`src/design/cpd_pkg.sv`:
```
`default_nettype none

package cpd_pkg;

   // result kinds
   localparam logic [2:0] KIND_HDR_OK  = 3'd0;
   localparam logic [2:0] KIND_PAYLOAD = 3'd1;
   localparam logic [2:0] KIND_PKT_OK  = 3'd2;
   localparam logic [2:0] KIND_HDR_ERR = 3'd3;
   localparam logic [2:0] KIND_PKT_ERR = 3'd4;

   // header check seed
   localparam logic [7:0] HDR_SEED = 8'h89;

   // frame byte positions
   localparam logic [8:0] POS_CHECK   = 9'd3;
   localparam logic [8:0] POS_PAYLOAD = 9'd4;

   typedef struct packed {
      logic [2:0] kind;
      logic [3:0] dest_addr;
      logic [3:0] source_addr;
      logic [4:0] command;
      logic [1:0] ack_code;
      logic       request_flag;
      logic [7:0] payload_length;
      logic [7:0] payload_byte;
      logic       frame_end;
   } result_type;

endpackage

`default_nettype wire

```
`src/design/cpd_parser.sv`:
```
`default_nettype none

module cpd_parser (
   input  wire logic                clock,
   input  wire logic                reset,
   input  wire logic                step,
   input  wire logic [7:0]          rx_byte,
   output logic                     has_result,
   output cpd_pkg::result_type      result
);

   logic [8:0] pos_ff,  pos_in;
   logic [7:0] sum_ff,  sum_in;
   logic [7:0] hdr0_ff, hdr0_in;
   logic [7:0] hdr1_ff, hdr1_in;
   logic [7:0] hdr2_ff, hdr2_in;

   logic [7:0] check;
   logic [8:0] frame_last;
   logic [7:0] sum_add;

   assign check      = cpd_pkg::HDR_SEED + hdr0_ff + hdr1_ff + hdr2_ff;
   assign frame_last = {1'b0, hdr2_ff} + cpd_pkg::POS_PAYLOAD;
   assign sum_add    = sum_ff + rx_byte;

   always_comb begin
      pos_in  = pos_ff;
      sum_in  = sum_ff;
      hdr0_in = hdr0_ff;
      hdr1_in = hdr1_ff;
      hdr2_in = hdr2_ff;

      has_result            = 1'b0;
      result.kind           = cpd_pkg::KIND_HDR_OK;
      result.dest_addr      = hdr0_ff[3:0];
      result.source_addr    = hdr0_ff[7:4];
      result.command        = hdr1_ff[4:0];
      result.ack_code       = hdr1_ff[6:5];
      result.request_flag   = hdr1_ff[7];
      result.payload_length = hdr2_ff;
      result.payload_byte   = 8'd0;
      result.frame_end      = 1'b0;

      if (pos_ff < cpd_pkg::POS_CHECK) begin
         // header bytes: store and sum, nothing to report
         if (pos_ff[1:0] == 2'd0) hdr0_in = rx_byte;
         if (pos_ff[1:0] == 2'd1) hdr1_in = rx_byte;
         if (pos_ff[1:0] == 2'd2) hdr2_in = rx_byte;
         sum_in = sum_add;
         pos_in = pos_ff + 9'd1;
      end else if (pos_ff == cpd_pkg::POS_CHECK) begin
         has_result = 1'b1;
         if (rx_byte != check) begin
            result.kind           = cpd_pkg::KIND_HDR_ERR;
            result.dest_addr      = 4'd0;
            result.source_addr    = 4'd0;
            result.command        = 5'd0;
            result.ack_code       = 2'd0;
            result.request_flag   = 1'b0;
            result.payload_length = 8'd0;
            result.frame_end      = 1'b1;
            pos_in = 9'd0;
            sum_in = 8'd0;
         end else if (hdr2_ff == 8'd0) begin
            result.frame_end = 1'b1;
            pos_in = 9'd0;
            sum_in = 8'd0;
         end else begin
            sum_in = sum_add;
            pos_in = cpd_pkg::POS_PAYLOAD;
         end
      end else if (pos_ff < frame_last) begin
         has_result          = 1'b1;
         result.kind         = cpd_pkg::KIND_PAYLOAD;
         result.payload_byte = rx_byte;
         sum_in = sum_add;
         pos_in = pos_ff + 9'd1;
      end else begin
         has_result       = 1'b1;
         result.kind      = (rx_byte == sum_ff) ? cpd_pkg::KIND_PKT_OK
                                                : cpd_pkg::KIND_PKT_ERR;
         result.frame_end = 1'b1;
         pos_in = 9'd0;
         sum_in = 8'd0;
      end
   end

   always_ff @(posedge clock) begin
      if (reset) begin
         pos_ff  <= 9'd0;
         sum_ff  <= 8'd0;
         hdr0_ff <= 8'd0;
         hdr1_ff <= 8'd0;
         hdr2_ff <= 8'd0;
      end else if (step) begin
         pos_ff  <= pos_in;
         sum_ff  <= sum_in;
         hdr0_ff <= hdr0_in;
         hdr1_ff <= hdr1_in;
         hdr2_ff <= hdr2_in;
      end
   end

endmodule

`default_nettype wire

```
`src/design/cpd_out_reg.sv`:
```
`default_nettype none

module cpd_out_reg (
   input  wire logic                clock,
   input  wire logic                reset,
   input  wire logic                load,
   input  wire cpd_pkg::result_type load_data,
   output logic                     room,
   output logic                     out_valid,
   input  wire logic                out_ready,
   output cpd_pkg::result_type      out_data
);

   logic                valid_ff, valid_in;
   cpd_pkg::result_type data_ff;

   // free when empty or being drained this cycle
   assign room      = !valid_ff || out_ready;
   assign valid_in  = load || (valid_ff && !out_ready);
   assign out_valid = valid_ff;
   assign out_data  = data_ff;

   always_ff @(posedge clock) begin
      if (reset) begin
         valid_ff <= 1'b0;
      end else begin
         valid_ff <= valid_in;
      end
   end

   always_ff @(posedge clock) begin
      if (load) begin
         data_ff <= load_data;
      end
   end

endmodule

`default_nettype wire

```
`src/design/checksummed_packet_deframer_top.sv`:
```
// path: an accepted request goes through the input register, then the result register,
//   before its result shows on rsp_; header bytes 0 to 2 give no response
// throughput: one byte per cycle while the response side is not stalled
// reset: synchronous, active high; clears frame position, running sum, header
//   store and the valid flags of both register stages, the block then hunts for a new header
`default_nettype none

module checksummed_packet_deframer_top (
   input  wire logic       clock,
   input  wire logic       reset,
   // request channel
   input  wire logic       req_valid,
   output logic            req_ready,
   input  wire logic [7:0] req_rx_byte,
   // response channel
   output logic            rsp_valid,
   input  wire logic       rsp_ready,
   output logic [2:0]      rsp_kind,
   output logic [3:0]      rsp_dest_addr,
   output logic [3:0]      rsp_source_addr,
   output logic [4:0]      rsp_command,
   output logic [1:0]      rsp_ack_code,
   output logic            rsp_request_flag,
   output logic [7:0]      rsp_payload_length,
   output logic [7:0]      rsp_payload_byte,
   output logic            rsp_frame_end
);

   // input register holding one request byte
   logic       in_valid_ff, in_valid_in;
   logic [7:0] in_byte_ff;

   logic                has_result;
   cpd_pkg::result_type result;
   cpd_pkg::result_type rsp_data;
   logic                out_room;
   logic                step;

   // the held byte moves on when it needs no response slot, or the slot is free
   assign step        = in_valid_ff && (!has_result || out_room);
   // take a new byte whenever the input register empties this cycle
   assign req_ready   = !in_valid_ff || step;
   assign in_valid_in = (req_valid && req_ready) || (in_valid_ff && !step);

   always_ff @(posedge clock) begin
      if (reset) begin
         in_valid_ff <= 1'b0;
      end else begin
         in_valid_ff <= in_valid_in;
      end
   end

   always_ff @(posedge clock) begin
      if (req_valid && req_ready) begin
         in_byte_ff <= req_rx_byte;
      end
   end

   // frame tracking and decode
   cpd_parser u_parser (
      .clock      (clock),
      .reset      (reset),
      .step       (step),
      .rx_byte    (in_byte_ff),
      .has_result (has_result),
      .result     (result)
   );

   // response register
   cpd_out_reg u_out_reg (
      .clock     (clock),
      .reset     (reset),
      .load      (step && has_result),
      .load_data (result),
      .room      (out_room),
      .out_valid (rsp_valid),
      .out_ready (rsp_ready),
      .out_data  (rsp_data)
   );

   assign rsp_kind           = rsp_data.kind;
   assign rsp_dest_addr      = rsp_data.dest_addr;
   assign rsp_source_addr    = rsp_data.source_addr;
   assign rsp_command        = rsp_data.command;
   assign rsp_ack_code       = rsp_data.ack_code;
   assign rsp_request_flag   = rsp_data.request_flag;
   assign rsp_payload_length = rsp_data.payload_length;
   assign rsp_payload_byte   = rsp_data.payload_byte;
   assign rsp_frame_end      = rsp_data.frame_end;

endmodule

`default_nettype wire

```
`config.mk`:
```
export PLATFORM = sky130hd
export DESIGN_NAME = checksummed_packet_deframer_top
export DESIGN_NICKNAME = d
export VERILOG_FILES = /design/src/design/cpd_pkg.sv /design/src/design/cpd_parser.sv /design/src/design/cpd_out_reg.sv /design/src/design/checksummed_packet_deframer_top.sv
export SDC_FILE = /design/constraint.sdc
export NUM_CORES = 1
export LEC_CHECK = 0
export ABC_AREA = 0
export BUFFER_PORTS_ARGS = -buffer_cell sky130_fd_sc_hd__buf_2
export CORE_MARGIN = 2
export CORE_UTILIZATION = 35
export DETAILED_ROUTE_END_ITERATION = 8
export GPL_TIMING_DRIVEN = 1
export PLACE_DENSITY = 0.53
export SETUP_SLACK_MARGIN = 0.5
export SLEW_MARGIN = 0
export SYNTH_ARGS = -nofsm -noshare
export SYNTH_HDL_FRONTEND = slang
export SYNTH_HIERARCHICAL = 1
export SYNTH_SLANG_ARGS = --single-unit
```
`constraint.sdc`:
```
create_clock -name clock -period 4.6 [get_ports clock]
set_input_delay 0.69 -clock clock [delete_from_list [all_inputs] [get_ports clock]]
set_output_delay 0.69 -clock clock [all_outputs]
set_load 0.01 [all_outputs]
```
==> results_dict.tcl, run 1 <==
set metrics [dict create \
    outcome "completed" \
    hold_violations 0 \
    critPathArrivalTime_ns 3.94 \
    clock.fmax_mhz 259 \
    rsz0062_at_grt "no" \
    synthFlopType "edfxtp_1" \
    hold_start "u_parser/hdr1_ff[5]$_SDFFE_PP0P_" \
    pwr_density_cell_mw_per_mm2 304 \
    antenna_left 0 \
    synth_common_cells "nor2_1 (63), inv_1 (50), edfxtp_1 (44)" \
    nNetsFinal 558 \
    slew_violations 0 \
    drv_cap 0 \
    synthAdderAreaFrac 0.126 \
    cts_hold_buf 0 \
    dr.pass1.iters 4 \
    cpMaxStageDelayCell "fa_1" \
    cts.clk_slew.worst_paths_ns 0.06 \
    rr_worst_depth 13 \
    final_util 0.413 \
    grt_max_degree 38 \
    dp_hpwl_mm 7.51 \
    start_kind "register" \
    synth_area_sq_mm 0.00475 \
    r2r-end "u_out_reg/out_data[33]$_DFFE_PP_" \
    slowest_delay_ns 0.50 \
    async_reset_ff_frac 0 \
    antennaDiodeCount 0 \
    crit_chain "inv_1 > fa_1 > inv_1 > ha_1 > ha_1 > inv_1 > fa_1 > nand2b_1 > a21oi_1 > a31oi_1 > xnor2_1 > a31oi_4 > or2_2" \
    die_w_um 121 \
    ir_drop_mv 0.185 \
    place_congestion 0.867 \
    totalNegativeSetupSlack_ns 0 \
    clock_sinks 87 \
    wl_per_cell_um 15.3 \
    cts_tree "done" \
    grt.overflow.total 0 \
    syn_nets 506 \
    finClkSkew_ns 0.0122 \
    yosysTopAreaCell "edfxtp_1" \
    min_period_ns 3.85 \
    worstSkewPairLatency_ns 0.35 \
    cp_max_fo 15 \
    via_per_inst 4.94 \
    initial_utilization 0.359 \
    worstSetupEndpointType "register" \
    slew_headroom 0.430 \
    yosys-top-cells-area "edfxtp_1 (28%), dfxtp_1 (18%), ha_1 (9.2%)" \
    worst-r2r-setup-slack_ns 0.75 \
    post_cts_buffers 0 \
    area_growth_pct 15.2 \
    grt_pass1_wl_mm 17.0 \
    required_ns 4.69 \
    cts-root-buf "clkbuf_16" \
    muxShareOfSynthArea 0.0506 \
    drtIter0Drc 185 \
    ys_seq_area_frac 0.459 \
    synth-simple-area-share 0.158 \
    r2r_start "u_parser/hdr2_ff[1]$_SDFFE_PP0P_" \
    finalSetupViolCount 0 \
    synth_edf_count 44 \
    numCtsBuffers 9 \
    min_period_over_period 0.838 \
    holdPathEnd "u_parser/hdr1_ff[5]$_SDFFE_PP0P_" \
    grt_pass1_vias 3265 \
    synth.distinct_cells 58 \
    synth_area_per_cell_sq_um 10.5 \
    worst_pin_slew_ns 0.855 \
    std_cell_rows 42 \
    min_path_cells 2 \
    cpMostUsedCell "inv_1" \
    route.detailed.drc 0 \
    grt_antenna_before_repair 0 \
    die-height_um 121 \
    synth_compound_area_frac 0.0945 \
    track_usage 0.155 \
    worstSetupPathType "reg -> reg" \
    synth_xor_area_frac 0.0590 \
    finalWirelength_mm 10.5 \
    synth_top_area_frac 0.278 \
    drive_gt1_frac 0.175 \
    vias 3379 \
    yosys_warnings 6 \
    postSynthRegisterBits 87 \
    min_path_type "reg -> reg" \
    syn_inst 451 \
    synth_top_family_by_area "simple AND/OR/NAND/NOR gates" \
    total_leakage_power_nw 2.27 \
    port_buffers 49 \
    synth.most_common_cell "nor2_1" \
    dieArea_sq_mm 0.0145 \
    clockBufferDepth 2 \
    htreeDepth 3 \
    core_sq_mm 0.0132 \
    io_pins 50 \
]
==> layer usage <==
layer / vias up / track usage / share of wire
met1: 1602 / 0.202 / 0.47
met2: 83 / 0.240 / 0.45
met5: - / 0 / 0
met3: 22 / 0.0387 / 0.043
li1: 1672 / - / -
met4: 0 / 0.0756 / 0.028
==> stage by stage <==
stage	hold WS (ns)	instance area (sq um)	total power, mW	cells	setup WS (ns)
finish	0.496	5470	1.67	684	0.746
global route	0.501	5470	1.74	684	0.522
CTS	0.497	5460	1.69	684	0.524
detailed placement	0.483	5200	1.02	668	0.555
global placement	0.477	5200	1.02	668	0.681
floorplan	0.464	4750	0.980	451	1.14
==> cell usage in the layout (no fill, tap or decap), types with 4 or more instances in the layout <==
| master | n |
|---|---|
| nor2_1 | 63 |
| inv_1 | 50 |
| buf_2 | 49 |
| edfxtp_1 | 44 |
| dfxtp_1 | 43 |
| ha_1 | 35 |
| xnor2_1 | 25 |
| mux2i_1 | 24 |
| nand2_1 | 16 |
| nand3_1 | 14 |
| a21oi_1 | 11 |
| and2_1 | 10 |
| clkbuf_16 | 9 |
| o21ai_0 | 8 |
| fa_1 | 8 |
| xor2_1 | 7 |
| nand4_1 | 6 |
| nor2b_1 | 5 |
| nor3_1 | 4 |
| o32a_1 | 4 |
| o31ai_1 | 4 |
| buf_4 | 4 |
==> registers in the layout, summed over array words and instances, names as in the netlist <==
register and count:
u_parser/hdr1_ff 8, in_byte_ff 8, u_parser/hdr2_ff 8, u_out_reg/out_valid 1
u_parser/hdr0_ff 8, u_out_reg/out_data 36, in_valid_ff 1, u_parser/sum_ff 8
u_parser/pos_ff 9
==> power by group <==
part	switching [mW]	internal, mW
clock network	0.295	0.364
logic	0.0905	0.0666
registers	0.0206	0.828
total	0.406	1.26
==> cell type report <==
cell class / instances / area (sq um)
Clock buffer: 12 / 236
Clock inverter: 4 / 26.3
Fill cell: 1322 / 7770
Inverter: 52 / 195
Multi-Input combinational cell: 300 / 2340
Sequential cell: 87 / 2180
Tap cell: 176 / 220
Timing Repair Buffer: 53 / 275
==> critical path: cells and delay by family, from the launching register on <==
family | cells | cell delay (ns)
compound gates | 3 | 0.69
xor+xnor | 1 | 0.47
fa+ha+maj | 4 | 1.32
buf+inv | 3 | 0.20
flops | 1 | 0.37
simple gates | 2 | 0.53
==> worst max-delay path by stage <==
| stage | slack (ns) | startpoint | end |
|---|---|---|---|
| final | 0.75 | u_parser/hdr2_ff[1]$_SDFFE_PP0P_ | u_out_reg/out_data[33]$_DFFE_PP_ |
| after global routing | 0.52 | u_parser/hdr2_ff[2]$_SDFFE_PP0P_ | u_out_reg/out_data[33]$_DFFE_PP_ |
| after CTS | 0.52 | u_parser/hdr2_ff[1]$_SDFFE_PP0P_ | u_out_reg/out_data[13]$_DFFE_PP_ |
| after detailed placement | 0.55 | u_parser/hdr2_ff[2]$_SDFFE_PP0P_ | u_out_reg/out_data[13]$_DFFE_PP_ |
| after global placement | 0.68 | u_parser/hdr2_ff[2]$_SDFFE_PP0P_ | u_out_reg/out_data[9]$_DFFE_PP_ |
| after floorplan | 1.14 | u_parser/hdr0_ff[1]$_SDFFE_PP0P_ | u_out_reg/out_data[33]$_DFFE_PP_ |
==> repair_timing <==
action / in CTS / in global routing
endpoints found under the setup margin: 0 / 15
hold endpoints to repair: 0 / 0
resized for setup: 0 / 2
==> cells by family (layout without fill, tap and decap cells) <==
| group | count (synthesis) | after routing |
|---|---|---|
| AO/OA/AOI/OAI | 58 | 58 |
| XOR/XNOR | 32 | 32 |
| adder cells (fa/ha/maj) | 43 | 43 |
| buffers and inverters | 64 | 121 |
| flip-flops | 87 | 87 |
| multiplexers | 24 | 24 |
| AND/OR/NAND/NOR | 143 | 143 |
Power figures use the tool's default switching activity.
==> run 2: changes to the inputs <==
==> constraint.sdc (replaced) <==
create_clock -name clock -period 3.7 [get_ports clock]
set_input_delay 0.555 -clock clock [delete_from_list [all_inputs] [get_ports clock]]
set_output_delay 0.555 -clock clock [all_outputs]
set_load 0.01 [all_outputs]
==> run 2 against run 1 <==
Routed wire length is 8.8% higher. Flip-flop and latch count unchanged. Non-clock buffer count increased by 24. Cell count rose by 3.4%. Clock-buffer cell count fell by 1. Power increased by 36%. Die area unchanged. Worst hold slack worse by 0.12 ns. Via count is 2.8% higher. Maximum frequency grew 16%. Critical endpoint is now u_out_reg/out_data[18]$_DFFE_PP_.
==> results_dict.tcl, run 2 (synthesis results as in run 1) <==
set metrics [dict create \
    outcome "completed" \
    clockBufferDepth 2 \
    drive_gt1_frac 0.318 \
    rsz0062_at_grt "yes" \
    vias 3472 \
    clock_sinks 87 \
    grt_max_degree 38 \
    grt_pass1_wl_mm 17.9 \
    post-place-cells 679 \
    area_growth_pct 28.0 \
    clock_power_share 0.426 \
    worst_pin_slew_ns 0.886 \
    grt_pass1_vias 3347 \
    final_cell_mix "buf_2 (49), inv_1 (44), edfxtp_1 (44), nor2_1 (44), dfxtp_1 (38)" \
    htreeDepth 3 \
    final_common_cell "buf_2" \
    ir_drop_mv 0.167 \
    placed_cell_area_sq_mm 0.00537 \
    worstSetupEndpointType "register" \
    critPathArrivalTime_ns 3.44 \
    power_frac_comb 0.106 \
    via_per_inst 4.91 \
    die-height_um 121 \
    required_ns 3.81 \
    numCtsBuffers 9 \
    finalSetupViolCount 0 \
    die_w_um 121 \
    dieArea_sq_mm 0.0145 \
    cts-root-buf "clkbuf_16" \
    grt_antenna_before_repair 0 \
    antenna_left 0 \
    route.detailed.drc 0 \
    grt.overflow.total 0 \
    cp_max_fo 7 \
    n_fill_cell 1283 \
    p_switching_uw 535 \
    internal_power_mw 1.72 \
    cts_hold_buf 0 \
    seqPwrFrac 0.468 \
    clock.fmax_mhz 300 \
    largest_reg_flops 36 \
    cts_tree "done" \
    dr.pass1.iters 4 \
    port_buffers 49 \
    pwr_density_cell_mw_per_mm2 371 \
    antennaDiodeCount 0 \
    finClkSkew_ns 0.0118 \
    min_path_type "in -> reg" \
    std_cell_rows 42 \
    hold_violations 0 \
    worstSetupPathType "reg -> reg" \
    io_pins 50 \
    dp_hpwl_mm 7.85 \
    finalWirelength_mm 11.4 \
    p_total_mw 2.26 \
    design_area_sq_mm 0.00608 \
    drtIter0Drc 160 \
    swShare 0.237 \
    total_leakage_power_nw 2.48 \
    initial_utilization 0.359 \
    rr_worst_depth 15 \
    core_sq_mm 0.0132 \
    min_period_over_period 0.900 \
    slew_headroom 0.409 \
    totalNegativeSetupSlack_ns 0 \
    nNetsFinal 582 \
    cts.clk_slew.worst_paths_ns 0.06 \
    place_congestion 0.827 \
    start_kind "register" \
    drv_cap 0 \
    track_usage 0.165 \
    min_period_ns 3.33 \
    final_cells 707 \
    worstSkewPairLatency_ns 0.35 \
    wl_per_cell_um 16.1 \
    min_path_cells 1 \
    slew_violations 0 \
]
run 2: cell count changes in the layout (fill, tap and decap cells not counted), sizes merged:
cell and delta:
buf +24, bufinv +2, clkinvlp -3, clkinv +1, clkbuf -1
run 2: metal layers:
| layer | vias to the layer above | track usage | share of wire |
|---|---|---|---|
| li1 | 1717 | - | - |
| met1 | 1670 | 0.220 | 0.47 |
| met2 | 72 | 0.262 | 0.47 |
| met3 | 13 | 0.0292 | 0.038 |
| met4 | 0 | 0.0727 | 0.019 |
| met5 | - | 0 | 0 |
run 2: critical path, cell delays in order, from the launching register on:
cell and delay, ns:
dfxtp_2 0.34, inv_2 0.06, fa_1 0.56, inv_2 0.05
ha_4 0.27, ha_4 0.13, inv_2 0.03, fa_2 0.35
nand2b_4 0.16, a21oi_4 0.20, a31oi_4 0.14, xnor2_4 0.18
a31oi_4 0.30, buf_12 0.16, buf_16 0.12, nor2_1 0.04
run 2: path summary, 6_finish.rpt:
check / to / startpoint / slack [ns]
setup / recovery: u_out_reg/out_data[18]$_DFFE_PP_ / u_parser/hdr1_ff[1]$_SDFFE_PP0P_ / 0.37
hold / removal: in_byte_ff[2]$_DFFE_PP_ / req_rx_byte[2] / 0.38
setup reg to reg: u_out_reg/out_data[18]$_DFFE_PP_ / u_parser/hdr1_ff[1]$_SDFFE_PP0P_ / 0.37
hold reg to reg: u_parser/hdr0_ff[1]$_SDFFE_PP0P_ / u_parser/hdr0_ff[1]$_SDFFE_PP0P_ / 0.49
run 2: layout make-up:
cell class                 count  area, sq um  area share
inverter                      52          195      0.0321
clock buffer                  11          233      0.0383
timing repair buffer          77          543      0.0893
sequential                    87         2190       0.360
tap                          176          220      0.0362
multi-input combinational    300         2630       0.432
clock inverter                 4         72.6      0.0119
run 2: timing repair:
item                                    in CTS  in global routing
hold endpoints to repair                     0                  0
gates resized for setup                     33                 42
pin swaps                                   14                 25
endpoints found under the setup margin      26                 40
gates cloned                                 1                  0
buffers inserted                             8                  4
run 2: through the flow:
step                worst slack (ns)  utilization  hold WS [ns]
detailed placement             0.222        0.405         0.485
floorplan                      0.523            -         0.464
finish                         0.369        0.459         0.375
CTS                            0.340        0.444         0.362
global placement               0.280        0.405         0.476
global route                   0.263        0.459         0.366
run 2: power by group through the flow:
stage	registers [mW]	logic [mW]	clock network [mW]
global placement	1.08	0.208	0
CTS	1.06	0.218	0.980
detailed placement	1.08	0.211	0
floorplan	1.07	0.163	0
global route	1.06	0.265	1.02
finish	1.06	0.239	0.962
==> run 3: changes to the inputs <==
--- a/config.mk
+++ b/config.mk
@@ -10,7 +10,7 @@
 export CORE_MARGIN = 2
 export CORE_UTILIZATION = 35
 export DETAILED_ROUTE_END_ITERATION = 8
-export GPL_TIMING_DRIVEN = 1
+export GPL_TIMING_DRIVEN = 0
 export PLACE_DENSITY = 0.53
 export SETUP_SLACK_MARGIN = 0.5
 export SLEW_MARGIN = 0
==> run 3 against run 2 <==
Maximum frequency is 0.19% higher. Via count decreased by 1.3%. Sequential power is essentially flat. Clock-buffer cell count shrank 1. Non-clock buffer count shrank 6. Flip-flop and latch count stayed put. Power shrank 4.0%. Critical endpoint is now u_out_reg/out_data[34]$_DFFE_PP_. Clock skew is 0.0018 ns lower. Routed wire length down 4.4%.
==> results_dict.tcl, run 3 (synthesis results as in run 1) <==
set metrics [dict create \
    dieArea_sq_mm 0.0145 \
    nNetsFinal 576 \
    cp_max_fo 6 \
    track_usage 0.159 \
    final_cell_mix "nor2_1 (63), buf_2 (49), inv_1 (47)" \
    place_congestion 0.817 \
    clockBufferDepth 2 \
    std_cell_rows 42 \
    ir_drop_mv 0.263 \
    final_common_cell "nor2_1" \
    drtIter0Drc 176 \
    layout_setup_ws_ns 0.375 \
    slew_headroom 0.424 \
    vias 3427 \
    die_w_um 121 \
    met2_wirelength_mm 5.05 \
    core_sq_mm 0.0132 \
    hold_violations 0 \
    worstSkewPairLatency_ns 0.34 \
    pwr_density_cell_mw_per_mm2 377 \
    critPathArrivalTime_ns 3.42 \
    multi_input_area_sq_mm 0.00248 \
    finalWirelength_mm 10.9 \
    wl_per_cell_um 15.6 \
    finClkSkew_ns 0.00994 \
    numCtsBuffers 9 \
    place_ws_ns 0.121 \
    antenna_left 0 \
    grt_pass1_wl_mm 17.5 \
    wl_met3_um 376 \
    grt_max_degree 38 \
    min_period_ns 3.33 \
    slew_violations 0 \
    via_per_inst 4.89 \
    hold_start "req_rx_byte[2]" \
    routedLengthMet1_mm 5.22 \
    clock.fmax_mhz 301 \
    totalNegativeSetupSlack_ns 0 \
    worstSetupPathType "reg -> reg" \
    worst_pin_slew_ns 0.863 \
    htreeDepth 3 \
    route.detailed.drc 0 \
    finalSetupViolCount 0 \
    start_kind "register" \
    cts_tree "done" \
    startpoint "u_parser/hdr0_ff[1]$_SDFFE_PP0P_" \
    port_buffers 49 \
    dp_hpwl_mm 7.73 \
    grt_antenna_before_repair 0 \
    cts.clk_slew.worst_paths_ns 0.07 \
    top_layer_used "met4" \
    worstSetupEndpointType "register" \
    io_pins 50 \
    p_total_mw 2.17 \
    min_path_type "in -> reg" \
    clock_sinks 87 \
    antennaDiodeCount 0 \
    worst-r2r-setup-slack_ns 0.37 \
    drv_cap 0 \
    post-place-cells 676 \
    area_growth_pct 21.2 \
    initial_utilization 0.359 \
    total_leakage_power_nw 2.40 \
    cts-root-buf "clkbuf_16" \
    n_fill_cell 1328 \
    dr.pass1.iters 4 \
    r2r_start "u_parser/hdr0_ff[1]$_SDFFE_PP0P_" \
    outcome "completed" \
    min_period_over_period 0.899 \
    die-height_um 121 \
    grt_pass1_vias 3299 \
    regArea_sq_mm 0.00219 \
    drive_gt1_frac 0.240 \
    grt.overflow.total 0 \
    largest_reg_flops 36 \
    required_ns 3.80 \
    final_cells 701 \
    rsz0062_at_grt "yes" \
]
[run 3: changes by cell type in the layout (fill, tap and decap cells not counted), sizes merged]
| cell | before | now |
|---|---|---|
| clkinv | 3 | 4 |
| buf | 77 | 62 |
| clkinvlp | 0 | 1 |
| clkbuf | 11 | 19 |
| bufinv | 2 | 1 |
[run 3: worst paths after layout]
path / endpoint / cells after the start
worst max-delay path: u_out_reg/out_data[34]$_DFFE_PP_ / 13
worst min-delay path: in_byte_ff[2]$_DFFE_PP_ / 1
worst max register to register: u_out_reg/out_data[34]$_DFFE_PP_ / 13
worst min register to register: u_parser/hdr0_ff[3]$_SDFFE_PP0P_ / 2
[run 3: critical path, cell delays in order (launching register included)]
cell	delay, ns
dfxtp_2	0.34
inv_2	0.05
fa_1	0.54
inv_1	0.05
ha_1	0.29
ha_2	0.19
inv_2	0.04
fa_2	0.52
xor2_1	0.16
nand4_1	0.17
nor3_4	0.25
a31oi_4	0.18
buf_6	0.16
o21bai_1	0.14
[run 3: routing by layer]
metal | vias to the layer above | GRT usage
met3 | 17 | 0.0278
met1 | 1637 | 0.216
met2 | 65 | 0.249
met5 | - | 0
li1 | 1708 | -
met4 | 0 | 0.0690
[run 3: layout make-up]
class                      count  area share
buffer                        12      0.0113
timing repair buffer          59      0.0563
inverter                      52      0.0339
clock buffer                  10      0.0398
clock inverter                 5      0.0104
multi-input combinational    300       0.430
tap                          176      0.0383
sequential                    87       0.380
[run 3: per-stage QoR]
step	util	cell area (sq um)	hold slack, ns
floorplan	-	4830	0.464
global placement	0.400	5300	0.475
detailed placement	0.400	5300	0.485
CTS	0.430	5690	0.373
global route	0.435	5760	0.369
finish	0.435	5760	0.384
[run 3: report_power, final]
group	total, mW	internal, mW	leakage [nW]	switching (mW)
clock network	0.887	0.520	0.139	0.367
logic	0.224	0.0954	1.54	0.128
registers	1.06	1.03	0.726	0.0279
total	2.17	1.65	2.40	0.523
[run 3: timing repair]
item / in CTS / in global routing
resized for setup: 17 / 13
endpoints found under the setup margin: 43 / 50
pin swaps: 12 / 3
hold buffers: 0 / 0
gates cloned: 0 / 0
setup buffers: 8 / 2
